File: config.mk
export PLATFORM = sky130hd
export DESIGN_NAME = cosine_similarity_engine_flat
export DESIGN_NICKNAME = d
export VERILOG_FILES = /design/src/hdl/cse_pkg.sv /design/src/hdl/cse_if.sv /design/src/hdl/cse_csub.sv /design/src/hdl/cosine_similarity_engine.sv /design/src/flat_wrapper.sv
export SDC_FILE = /design/constraint.sdc
export NUM_CORES = 2
export LEC_CHECK = 0
export BUFFER_PORTS_ARGS = -buffer_cell sky130_fd_sc_hd__buf_2
export CAP_MARGIN = 20
export CORE_AREA = 2 2 518 520
export CTS_CLUSTER_DIAMETER = 30
export DETAILED_ROUTE_END_ITERATION = 10
export DIE_AREA = 0 0 520 522
export SLEW_MARGIN = 10
export SYNTH_ARGS = -nofsm -noshare
export SYNTH_HDL_FRONTEND = slang
export SYNTH_SLANG_ARGS = --single-unit
export TNS_END_PERCENT = 10
File: constraint.sdc
create_clock -name i_clk -period 11.2 [get_ports i_clk]
set_clock_uncertainty 0.05 [all_clocks]
set_input_delay 2.24 -clock i_clk [delete_from_list [all_inputs] [get_ports i_clk]]
set_output_delay 2.24 -clock i_clk [all_outputs]
set_load 0.01 [all_outputs]
File: src/hdl/cse_pkg.sv
// ----------------------------------------------------------------------------
// cse_pkg
// Widths, limits and shared types of the cosine similarity engine.
// ----------------------------------------------------------------------------
package cse_pkg;

    localparam int ELEM_W     = 16;
    localparam int SIM_W      = 16;
    localparam int ACC_W      = 48;
    localparam int ROOT_W     = 32;
    localparam int DIV_W      = 64;
    localparam int MUL_W      = ROOT_W + 1;
    localparam int CSUB_W     = 66;
    localparam int SQRT_STEPS = 32;
    localparam int DIV_STEPS  = 80;
    localparam int CNT_W      = 7;
    localparam int Q_W        = 18;
    localparam int SQ_REM_W   = 34;

    localparam logic signed [ACC_W-1:0] ACC_MAX = {1'b0, {(ACC_W-1){1'b1}}};
    localparam logic signed [ACC_W-1:0] ACC_MIN = {1'b1, {(ACC_W-1){1'b0}}};

    // magnitude limits of the q1.15 result
    localparam logic [Q_W-1:0] LIM_POS = Q_W'(32767);
    localparam logic [Q_W-1:0] LIM_NEG = Q_W'(32768);

    typedef struct packed {
        logic              ge;
        logic [CSUB_W-1:0] diff;
    } t_csub_res;

endpackage

File: src/hdl/cse_if.sv
// ----------------------------------------------------------------------------
// cse_in_if / cse_out_if
// Valid/ready channels carrying element pairs in and similarity items out.
// ----------------------------------------------------------------------------
interface cse_in_if;
    import cse_pkg::*;

    logic                     valid;
    logic                     ready;
    logic signed [ELEM_W-1:0] elem_a;
    logic signed [ELEM_W-1:0] elem_b;
    logic                     last;

    modport source (output valid, elem_a, elem_b, last, input ready);
    modport sink   (input valid, elem_a, elem_b, last, output ready);
endinterface

interface cse_out_if;
    import cse_pkg::*;

    logic                    valid;
    logic                    ready;
    logic signed [SIM_W-1:0] similarity;
    logic                    zero_norm;

    modport source (output valid, similarity, zero_norm, input ready);
    modport sink   (input valid, similarity, zero_norm, output ready);
endinterface

File: src/hdl/cse_csub.sv
// ----------------------------------------------------------------------------
// cse_csub
// Shared compare-subtract unit used by the square root and divide steps.
// ----------------------------------------------------------------------------
module cse_csub (
    input  logic [cse_pkg::CSUB_W-1:0] i_opa,
    input  logic [cse_pkg::CSUB_W-1:0] i_opb,
    output cse_pkg::t_csub_res         o_res
);
    import cse_pkg::*;

    logic [CSUB_W:0] w_full;

    assign w_full     = {1'b0, i_opa} - {1'b0, i_opb};
    assign o_res.ge   = ~w_full[CSUB_W];
    assign o_res.diff = w_full[CSUB_W-1:0];

endmodule

File: src/hdl/cosine_similarity_engine.sv
// ----------------------------------------------------------------------------
// cosine_similarity_engine
// Streaming cosine similarity of two q3.12 vectors, result in q1.15.
// ----------------------------------------------------------------------------
// Usage:
//   i_in carries one element pair (elem_a, elem_b) per item, last marks the
//   final pair of a vector. o_out carries one item per vector: similarity
//   (q1.15, +1.0 saturates to 32767) and zero_norm (either norm was zero,
//   similarity then 0).
//   Every pair is accepted in S_IDLE and then passes S_MUL_AB, S_ACC_AB,
//   S_ACC_AA and S_ACC_BB, in which one 33x33 multiplier is used three
//   times (a*b, a*a, b*b), each product added into its saturating 48-bit sum.
//   A last pair then goes through one shared compare-subtract unit:
//   32 steps for each square root, one multiply for the norm product and
//   80 steps of restoring division; the engine returns to idle for the
//   next pair at the same edge at which the result is written.
//   A zero norm skips the root and divide, going from S_CHECK to S_EMIT.
//   i_in.ready is high only while the engine is idle.
//   A result sits in the output register until taken; a receiver stall
//   holds the engine before it writes the next result, never drops it.
//   Reset clears the sums, the sequencer and the output valid.
// ----------------------------------------------------------------------------
module cosine_similarity_engine (
    input  logic      i_clk,
    input  logic      i_rst_n,
    cse_in_if.sink    i_in,
    cse_out_if.source o_out
);
    import cse_pkg::*;

    typedef enum logic [11:0] {
        S_IDLE   = 12'b0000_0000_0001,
        S_MUL_AB = 12'b0000_0000_0010,
        S_ACC_AB = 12'b0000_0000_0100,
        S_ACC_AA = 12'b0000_0000_1000,
        S_ACC_BB = 12'b0000_0001_0000,
        S_CHECK  = 12'b0000_0010_0000,
        S_SQRT_A = 12'b0000_0100_0000,
        S_SQRT_B = 12'b0000_1000_0000,
        S_MUL_D  = 12'b0001_0000_0000,
        S_DIV    = 12'b0010_0000_0000,
        S_EMIT   = 12'b0100_0000_0000,
        S_SPARE  = 12'b1000_0000_0000
    } t_state;

    // control registers
    t_state                  r_state, n_state;
    logic [CNT_W-1:0]        r_cnt, n_cnt;
    logic                    r_out_valid, n_out_valid;
    logic signed [ACC_W-1:0] r_dot, n_dot;
    logic signed [ACC_W-1:0] r_na_sum, n_na_sum;
    logic signed [ACC_W-1:0] r_nb_sum, n_nb_sum;

    // datapath registers
    logic signed [ELEM_W-1:0] r_a, n_a;
    logic signed [ELEM_W-1:0] r_b, n_b;
    logic                     r_last, n_last;
    logic [DIV_W-1:0]         r_prod, n_prod;
    logic [DIV_W-1:0]         r_x, n_x;
    logic [DIV_W-1:0]         r_rem, n_rem;
    logic [ROOT_W-1:0]        r_root, n_root;
    logic [ROOT_W-1:0]        r_na, n_na;
    logic [Q_W-1:0]           r_q, n_q;
    logic                     r_ovf, n_ovf;
    logic                     r_neg, n_neg;
    logic                     r_zero, n_zero;
    logic signed [SIM_W-1:0]  r_sim, n_sim;
    logic                     r_zero_out, n_zero_out;

    // shared multiplier
    logic signed [MUL_W-1:0]   w_mul_a, w_mul_b;
    logic signed [2*MUL_W-1:0] w_mul_p;

    // saturating accumulate
    logic signed [ACC_W-1:0] w_acc_sel;
    logic signed [ACC_W:0]   w_sum;
    logic signed [ACC_W-1:0] w_sum_sat;

    // shared compare-subtract
    logic [CSUB_W-1:0]   w_opa, w_opb;
    t_csub_res           w_cs;
    logic [SQ_REM_W+1:0] w_sh_sq;
    logic [DIV_W:0]      w_sh_dv;

    // result rounding
    logic [Q_W:0]            w_q1;
    logic [Q_W-1:0]          w_m;
    logic [Q_W-1:0]          w_lim;
    logic [Q_W-1:0]          w_m_sat;
    logic [ACC_W-1:0]        w_mag;
    logic                    w_last_step;
    logic                    w_out_free;

    assign i_in.ready       = (r_state == S_IDLE);
    assign o_out.valid      = r_out_valid;
    assign o_out.similarity = r_sim;
    assign o_out.zero_norm  = r_zero_out;
    assign w_out_free       = ~r_out_valid | o_out.ready;

    always_comb begin
        case (r_state)
            S_MUL_AB: begin
                w_mul_a = MUL_W'(r_a);
                w_mul_b = MUL_W'(r_b);
            end
            S_ACC_AB: begin
                w_mul_a = MUL_W'(r_a);
                w_mul_b = MUL_W'(r_a);
            end
            S_ACC_AA: begin
                w_mul_a = MUL_W'(r_b);
                w_mul_b = MUL_W'(r_b);
            end
            S_MUL_D: begin
                w_mul_a = $signed({1'b0, r_na});
                w_mul_b = $signed({1'b0, r_root});
            end
            default: begin
                w_mul_a = '0;
                w_mul_b = '0;
            end
        endcase
    end

    assign w_mul_p = w_mul_a * w_mul_b;

    always_comb begin
        case (r_state)
            S_ACC_AB: w_acc_sel = r_dot;
            S_ACC_AA: w_acc_sel = r_na_sum;
            S_ACC_BB: w_acc_sel = r_nb_sum;
            default:  w_acc_sel = '0;
        endcase
    end

    assign w_sum = {w_acc_sel[ACC_W-1], w_acc_sel} + {r_prod[ACC_W-1], r_prod[ACC_W-1:0]};

    always_comb begin
        if (w_sum[ACC_W] != w_sum[ACC_W-1]) begin
            w_sum_sat = w_sum[ACC_W] ? ACC_MIN : ACC_MAX;
        end else begin
            w_sum_sat = w_sum[ACC_W-1:0];
        end
    end

    // root step brings down two radicand bits, divide step one dividend bit
    assign w_sh_sq = {r_rem[SQ_REM_W-1:0], r_x[DIV_W-1 -: 2]};
    assign w_sh_dv = {r_rem, r_x[DIV_W-1]};

    always_comb begin
        if (r_state == S_DIV) begin
            w_opa = {1'b0, w_sh_dv};
            w_opb = {2'b00, r_prod};
        end else begin
            w_opa = CSUB_W'(w_sh_sq);
            w_opb = CSUB_W'({r_root, 2'b01});
        end
    end

    cse_csub u_csub (
        .i_opa (w_opa),
        .i_opb (w_opb),
        .o_res (w_cs)
    );

    assign w_last_step = (r_state == S_DIV) ? (r_cnt == CNT_W'(DIV_STEPS - 1))
                                            : (r_cnt == CNT_W'(SQRT_STEPS - 1));

    assign w_mag = r_dot[ACC_W-1] ? (ACC_W'(0) - ACC_W'(r_dot)) : ACC_W'(r_dot);

    // round half up on the one extra quotient bit, then clamp
    assign w_q1    = {1'b0, r_q} + (Q_W+1)'(1);
    assign w_m     = w_q1[Q_W:1];
    assign w_lim   = r_neg ? LIM_NEG : LIM_POS;
    assign w_m_sat = (r_ovf || (w_m > w_lim)) ? w_lim : w_m;

    always_comb begin
        n_state     = r_state;
        n_cnt       = r_cnt;
        n_out_valid = r_out_valid;
        n_dot       = r_dot;
        n_na_sum    = r_na_sum;
        n_nb_sum    = r_nb_sum;
        n_a         = r_a;
        n_b         = r_b;
        n_last      = r_last;
        n_prod      = r_prod;
        n_x         = r_x;
        n_rem       = r_rem;
        n_root      = r_root;
        n_na        = r_na;
        n_q         = r_q;
        n_ovf       = r_ovf;
        n_neg       = r_neg;
        n_zero      = r_zero;
        n_sim       = r_sim;
        n_zero_out  = r_zero_out;

        if (r_out_valid && o_out.ready) begin
            n_out_valid = 1'b0;
        end

        case (r_state)
            S_IDLE: begin
                if (i_in.valid) begin
                    n_a     = i_in.elem_a;
                    n_b     = i_in.elem_b;
                    n_last  = i_in.last;
                    n_state = S_MUL_AB;
                end
            end
            S_MUL_AB: begin
                n_prod  = w_mul_p[DIV_W-1:0];
                n_state = S_ACC_AB;
            end
            S_ACC_AB: begin
                n_dot   = w_sum_sat;
                n_prod  = w_mul_p[DIV_W-1:0];
                n_state = S_ACC_AA;
            end
            S_ACC_AA: begin
                n_na_sum = w_sum_sat;
                n_prod   = w_mul_p[DIV_W-1:0];
                n_state  = S_ACC_BB;
            end
            S_ACC_BB: begin
                n_nb_sum = w_sum_sat;
                n_state  = r_last ? S_CHECK : S_IDLE;
            end
            S_CHECK: begin
                n_zero = (r_na_sum == '0) || (r_nb_sum == '0);
                n_x    = {r_na_sum, 16'h0000};
                n_rem  = '0;
                n_root = '0;
                n_cnt  = '0;
                n_state = n_zero ? S_EMIT : S_SQRT_A;
            end
            S_SQRT_A, S_SQRT_B: begin
                n_x    = {r_x[DIV_W-3:0], 2'b00};
                n_rem  = DIV_W'(w_cs.ge ? w_cs.diff[SQ_REM_W-1:0] : w_sh_sq[SQ_REM_W-1:0]);
                n_root = {r_root[ROOT_W-2:0], w_cs.ge};
                n_cnt  = r_cnt + CNT_W'(1);
                if (w_last_step) begin
                    n_cnt = '0;
                    if (r_state == S_SQRT_A) begin
                        n_na    = n_root;
                        n_root  = '0;
                        n_rem   = '0;
                        n_x     = {r_nb_sum, 16'h0000};
                        n_state = S_SQRT_B;
                    end else begin
                        n_state = S_MUL_D;
                    end
                end
            end
            S_MUL_D: begin
                n_prod  = w_mul_p[DIV_W-1:0];
                n_neg   = r_dot[ACC_W-1];
                n_x     = {w_mag, 16'h0000};
                n_rem   = '0;
                n_q     = '0;
                n_ovf   = 1'b0;
                n_cnt   = '0;
                n_state = S_DIV;
            end
            S_DIV: begin
                n_x   = {r_x[DIV_W-2:0], 1'b0};
                n_rem = w_cs.ge ? w_cs.diff[DIV_W-1:0] : w_sh_dv[DIV_W-1:0];
                n_q   = {r_q[Q_W-2:0], w_cs.ge};
                n_ovf = r_ovf | r_q[Q_W-1];
                n_cnt = r_cnt + CNT_W'(1);
                if (w_last_step) begin
                    n_state = S_EMIT;
                end
            end
            S_EMIT: begin
                if (w_out_free) begin
                    n_out_valid = 1'b1;
                    n_zero_out  = r_zero;
                    if (r_zero) begin
                        n_sim = '0;
                    end else if (r_neg) begin
                        n_sim = SIM_W'(16'h0000 - w_m_sat[SIM_W-1:0]);
                    end else begin
                        n_sim = w_m_sat[SIM_W-1:0];
                    end
                    n_dot    = '0;
                    n_na_sum = '0;
                    n_nb_sum = '0;
                    n_state  = S_IDLE;
                end
            end
            default: begin
                n_state = S_IDLE;
            end
        endcase
    end

    always_ff @(posedge i_clk) begin
        if (!i_rst_n) begin
            r_state     <= S_IDLE;
            r_cnt       <= '0;
            r_out_valid <= 1'b0;
            r_dot       <= '0;
            r_na_sum    <= '0;
            r_nb_sum    <= '0;
        end else begin
            r_state     <= n_state;
            r_cnt       <= n_cnt;
            r_out_valid <= n_out_valid;
            r_dot       <= n_dot;
            r_na_sum    <= n_na_sum;
            r_nb_sum    <= n_nb_sum;
        end
    end

    always_ff @(posedge i_clk) begin
        r_a        <= n_a;
        r_b        <= n_b;
        r_last     <= n_last;
        r_prod     <= n_prod;
        r_x        <= n_x;
        r_rem      <= n_rem;
        r_root     <= n_root;
        r_na       <= n_na;
        r_q        <= n_q;
        r_ovf      <= n_ovf;
        r_neg      <= n_neg;
        r_zero     <= n_zero;
        r_sim      <= n_sim;
        r_zero_out <= n_zero_out;
    end

endmodule

File: src/flat_wrapper.sv
// flat-port wrapper written by rule: the top's interface ports become plain ports
module cosine_similarity_engine_flat import cse_pkg::*;
  (i_clk, i_rst_n, i_in_valid, i_in_elem_a, i_in_elem_b, i_in_last, i_in_ready, o_out_valid, o_out_similarity, o_out_zero_norm, o_out_ready);
  cse_in_if i_in_i ();
  cse_out_if o_out_i ();
  input  logic i_clk;
  input  logic i_rst_n;
  input wire logic [$bits(i_in_i.valid)-1:0] i_in_valid;
  input wire logic [$bits(i_in_i.elem_a)-1:0] i_in_elem_a;
  input wire logic [$bits(i_in_i.elem_b)-1:0] i_in_elem_b;
  input wire logic [$bits(i_in_i.last)-1:0] i_in_last;
  output wire logic [$bits(i_in_i.ready)-1:0] i_in_ready;
  output wire logic [$bits(o_out_i.valid)-1:0] o_out_valid;
  output wire logic [$bits(o_out_i.similarity)-1:0] o_out_similarity;
  output wire logic [$bits(o_out_i.zero_norm)-1:0] o_out_zero_norm;
  input wire logic [$bits(o_out_i.ready)-1:0] o_out_ready;
  assign i_in_i.valid = i_in_valid;
  assign i_in_i.elem_a = i_in_elem_a;
  assign i_in_i.elem_b = i_in_elem_b;
  assign i_in_i.last = i_in_last;
  assign i_in_ready = i_in_i.ready;
  assign o_out_valid = o_out_i.valid;
  assign o_out_similarity = o_out_i.similarity;
  assign o_out_zero_norm = o_out_i.zero_norm;
  assign o_out_i.ready = o_out_ready;
  cosine_similarity_engine u_core (.i_clk(i_clk), .i_rst_n(i_rst_n), .i_in(i_in_i), .o_out(o_out_i));
endmodule
---- Word-level counts from Yosys, hierarchy flattened ----
Index checks and enable logic that the tools add are counted.
cells by class
  order comparisons ....................... 1
  bitwise gates (word level) .............. 4
  add/sub/neg operators ................... 6
  multiply operators ...................... 1
  reduce and logical (&&, ||, !) cells .... 24
  eq/ne operators ......................... 18
  multiplexer cells ....................... 42
operator list
  kind                   count
  $mux 64                6
  $pmux 48 s2            3
  $pmux 64 s4            1
  $pmux 33 s3            2
  $mux 48                4
  $pmux 64 s3            1
  $pmux 48 s3            1
  $pmux 12 s10           1
  $logic_not 48->1       2
  $sub 65x64->66         1
  $mux 65                1
  $mul 33x33->64         1
  $mux 32                2
  $pmux 32 s2            1
  $add 48x48->49         1
  $mux 12                4
  $mux 16                3
  $sub 1x48->48 const A  1
  $pmux 18 s2            1
  $mux 34                1
  $pmux 7 s3             1
  $add 18x1->19 const B  1
  $gt 18x16->1           1
  $sub 1x16->16 const A  1
  other kinds (35)       54
word-level totals
  output and inout bits ................... 19
  input port bits ......................... 37
  register bits after elaboration ......... 491
  word-level logic and storage cells ...... 116

---- Depth between registers and ports, before layout ----
  depth in word-level cells ............... 7
  mapped depth ............................ 41
  mapped depth without buffers ............ 36

---- By module ----
A second synthesis with hierarchy kept.
unflattened totals
  cell total of the unflattened synthesis .. 7640
  area total of the unflattened synthesis .. 67011.8 sq um
modules (own cells, without submodules)
  module                    instances  cells each  sequential area each (sq um)  area an instance (sq um)
  cosine_similarity_engine  1          6952        12602.1                       62662.6
  cse_csub                  1          688         0.0                           4349.2

---- Least setup slack after synthesis ----
No wires, ideal clock.
  path kind ............................... reg-to-reg
  from .................................... register u_core.r_state[1]
  to ...................................... register u_core.r_prod[61], data pin
  setup time .............................. 0.262 ns
  clock period less this slack ............ 9.999 ns
  data required time ...................... 10.888 ns
  arrival time ............................ 9.687 ns
  cell stages (with the launch flop) ...... 36
  buffers on the path ..................... 3
  path slack .............................. 1.201 ns
  cell sequence ........................... dfxtp_1 > nor2_1 > nand2_1 > nor4_1 > nand4b_1 > clkinv_1 > clkbuf_1 > buf_2 > a22oi_1 > nand2_1 > clkbuf_1 > nand2_1 > inv_1 > fa_1 > fa_1 > fa_1 > inv_1 > fa_1 > inv_1 > fa_1 > fa_1 > fa_1 > inv_1 > fa_1 > inv_1 > ha_1 > a21oi_1 > o21ai_0 > a221oi_1 > nand2_1 > o221a_2 > a31oi_1 > nor2b_1 > o21ai_0 > mux2i_1 > nand3_1
between the ends
  longest elaborated chain between the ends .. 4
  elaborated cells on any way between the ends .. 9
  those cells by class .................... 1 x mul; 4 x eq/ne; 2 x mux; 2 x reduce/logical
RTL lines
  what                                 line                             source
  from (decl)                          cosine_similarity_engine.sv:47   t_state r_state, n_state;
  from (signal assigned)               cosine_similarity_engine.sv:308  r_state <= n_state;
  $eq 12x2->1 (tied with other cells)  cosine_similarity_engine.sv:101  case (r_state)
  $reduce_or 2->1 (no line)            n/a
  $pmux 33 s3                          cosine_similarity_engine.sv:101
  $mul 33x33->64 (*)                   cosine_similarity_engine.sv:125  assign w_mul_p = w_mul_a * w_mul_b;
  via u_core.w_mul_p[61]               cosine_similarity_engine.sv:72   logic signed [2*MUL_W-1:0] w_mul_p;
  to (signal assigned)                 cosine_similarity_engine.sv:321  r_prod <= n_prod;
  to (decl)                            cosine_similarity_engine.sv:58   logic [DIV_W-1:0] r_prod, n_prod;
Mark *: on every way through the listed nets, which the timed path passes. The rest lies on a longest branch.
A chain may end at the register's enable or synchronous reset.

---- Worst setup path in the final report ----
  from .................................... register u_core.r_state[9]
  to ...................................... register u_core.r_prod[47], data pin
Same word-level chain as after synthesis.

==> flow_summary.yaml <==
job:
  drv_cap: 0
power_and_ir_drop:
  vdd_drop_max_uv: 105.8
  p_leak_nw: 34.56
  p_per_area_mw_per_mm2: 76.44
global_routing:
  grt_antenna_before_repair: 4
  grt_max_degree: 195
  grt_pass1_vias: 54522
  grt_use_total_pct: 16.54
  grt_pass1_wl_mm: 344.8
  overflow: 0
synthesis:
  ys_seq_area_share_pct: 19.06
  synth_fa_ha_area_share_pct: 40.63
  syn_nets: 8964
  yosysUniqueCellTypes: 91
  async_flop_share_pct: 0
  synth-compound-area-share_pct: 11.28
  synth_mux_area_share_pct: 0.5941
  syn_inst: 7456
  syn_area_per_cell_um2: 8.869
  synth_edf_count: 311
  ys_ff_latch: 474
  synth_simple_gate_area_share_pct: 16.11
  ys.flop_type: "edfxtp_1"
  yosysWarnings: 0
  synth_xor_area_share_pct: 3.126
  syn_area_mm2: 0.06613
  synth_top_family_by_area: "adder cells"
floorplanning:
  rows: 190
  fp.dieW_um: 520
  coreArea_mm2: 0.2665
  initial_core_util_pct: 24.81
  dieArea_mm2: 0.2714
  die_height_um: 522
  ios: 56
worst_setup_path:
  cp.arrival_ns: 11.31
  slowest_stage: "a21oi_1"
  startpoint_type: "flop"
  cpMostUsedCell: "fa_1"
  crit_type: "reg -> reg"
  critical_path.max_stage_delay_ns: 0.60
  worstPathRequired_ns: 11.58
  path_delay_family: "adder cells"
  end_kind: "flop"
  path_max_fanout: 30
  r2r_slack_ns: 0.27
  critPathBufInv: 9
timing:
  relSlewSlack_pct: 20.88
  finalHoldViolCount: 0
  timing.fmax_ghz: 0.09151
  finalSetupViolations: 0
  period_share_pct: 97.57
  finalCriticalPeriod_ns: 10.93
  drv_slew: 0
  rsz0062_at_grt: "true"
  tightest_slew_ns: 1.157
cells_and_area:
  nets: 8949
  n_fill_cell: 28249
  drive_gt1_share_pct: 7.377
  layout.area.seq_mm2: 0.01260
  final_cells: 11090
  syn_to_final_growth_pct: 13.49
  multi_input_area_mm2: 0.04764
  final_core_util_pct: 28.16
place:
  dp_hpwl_mm: 177.5
  place_inst: 10876
  io_buffers: 55
  gp_congestion: 0.9731
detailed_routing:
  dr_total_vias: 53650
  drc: 12
  first_pass_iters: 11
  wl_mm: 226.9
  ant_nets: 0
  avgRoutedWirePerCell_um: 20.46
  via_per_inst: 4.838
  drt_iter0_markers: 5848
clock_tree:
  cts_max_path_buffers: 3
  clockRootBuffer: "clkbuf_16"
  cts_tree: "built"
  path_clk_slew_ns: 0.06
  clk_latency_ns: 0.75
  ctsHtreeMaxLevel: 3
  cts.sinks: 474
  numCtsBuffers: 109
outcome:
  violations: "design-rule violations"
  outcome: "finished with violations"
hold_path:
  hold_class: "reg -> reg"
Yosys cell counts, types with 41 or more instances:
master	n	area share [%]
nor2_1	786	4.5
and2_1	85	0.80
edfxtp_1	311	14
nand3_1	80	0.61
a21o_1	101	1.1
xnor2_1	149	2.0
xor2_1	87	1.2
a222oi_1	68	1.0
dfxtp_1	163	4.9
o21ai_0	239	1.8
clkbuf_1	335	1.9
nand2_1	1192	6.8
a21oi_1	326	2.5
nor3_1	45	0.34
inv_1	1214	6.9
nand2b_1	50	0.47
a31oi_1	41	0.39
fa_1	1127	34
ha_1	344	6.5
and3_1	74	0.70
layout by cell type, fill, tap and decap left out, types with 22 or more instances in the layout:
cell	Yosys	layout
fa_1	1127	1127
a31oi_1	41	41
o21ai_0	239	239
edfxtp_1	311	311
a21o_1	101	101
mux2i_1	37	37
o211ai_1	28	28
nor3_1	45	44
nand2_1	1192	1185
o21a_1	23	22
xor2_1	87	86
a21oi_1	326	308
a222oi_1	68	68
clkbuf_16	0	115
xnor2_1	149	149
a211oi_1	24	23
nor2b_1	23	23
inv_1	1214	1214
inv_6	0	24
nand3_1	80	78
nand4_1	32	32
or2_2	35	35
nor4_1	37	35
o31ai_1	23	23
buf_2	13	56
and3_1	74	74
a22oi_1	36	35
and2_1	85	83
a22o_1	38	38
a221oi_1	38	38
nand2b_1	50	50
nor2_1	786	783
dfxtp_1	163	162
buf_4	0	189
ha_1	344	344
kinds of logic (layout without fill, tap and decap cells):
family,Yosys count,count (layout)
XOR/XNOR,236,236
AND/OR/NAND/NOR,2501,2501
other,0,1
flip-flops,474,474
buffers and inverters,1603,1684
multiplexers,39,39
AO/OA/AOI/OAI,1132,1132
adder cells (fa/ha/maj),1471,1471
area by class of cell:
class	instances	area share [%]
Clock inverter	84	1.247
Multi-Input combinational cell	5379	63.47
Sequential cell	474	16.79
Inverter	1218	6.097
Clock buffer	123	3.901
Antenna cell	1	0.003334
Tap cell	3552	5.922
Timing Repair Buffer	259	2.564
stage by stage:
stage | power [mW] | instance area, um^2 | hold WS (ns) | setup WS (ns) | setup TNS (ns)
final | 5.737 | 75050 | 0.4473 | 0.2721 | 0
after global routing | 5.892 | 75050 | 0.4728 | -0.1293 | -0.1293
after CTS | 5.764 | 74940 | 0.4481 | 0.001237 | 0
after detailed placement | 2.432 | 71080 | 0.4409 | 0.05298 | 0
after global placement | 2.430 | 71000 | 0.4269 | 0.05559 | 0
after floorplan | 2.203 | 66130 | 0.4108 | 1.201 | 0
path summary, 6_finish.rpt:
path,start,end,cells after the start
worst max-delay path,u_core.r_state[9]$_SDFFE_PN0P_,u_core.r_prod[47]$_DFFE_PP_,36
worst max register to register,u_core.r_state[9]$_SDFFE_PN0P_,u_core.r_prod[47]$_DFFE_PP_,36
worst min register to register,u_core.r_cnt[1]$_SDFFE_PN0P_,u_core.r_cnt[1]$_SDFFE_PN0P_,2
worst min-delay path,u_core.r_cnt[1]$_SDFFE_PN0P_,u_core.r_cnt[1]$_SDFFE_PN0P_,2
routing by layer:
metal | track usage, % | vias to the layer above | wire length, um
li1 | - | 23906 | -
met1 | 22.00 | 26768 | 94460
met2 | 26.26 | 2492 | 101800
met3 | 3.019 | 482 | 19970
met4 | 7.065 | 2 | 10700
met5 | 0 | - | 8
timing repair:
| action | in CTS | in global routing |
|---|---|---|
| hold buffers | 0 | 0 |
| endpoints found under the setup margin | 0 | 12 |
| resized for setup | 0 | 10 |
| buffers inserted | 0 | 2 |
| hold endpoints to repair | 0 | 0 |
state kept, by name, summed over array words and instances, names as in the netlist, 32 cells and up:
signal and flops:
u_core.r_root 32, u_core.r_rem 64, u_core.r_nb_sum 48, u_core.r_na 32, u_core.r_na_sum 48, u_core.r_x 48, u_core.r_prod 64, u_core.r_dot 48
where the power goes:
part           leakage, nW  internal (mW)  switching (mW)
clock                 1.88           2.13            1.19
sequential            3.91           1.89          0.0395
combinational         28.8          0.141           0.349
worst register-to-register path, delay by kind of cell, from the launching register on:
kind,cells,cell delay (ns)
DFF,1,0.39
adders and majority gates,9,4.45
xor gates and xnor gates,1,0.15
buffers and inverters,9,1.23
and+or+nand+nor,8,1.51
AOI/OAI and AO/OA,9,2.86
(Power assumes the default switching activity.)
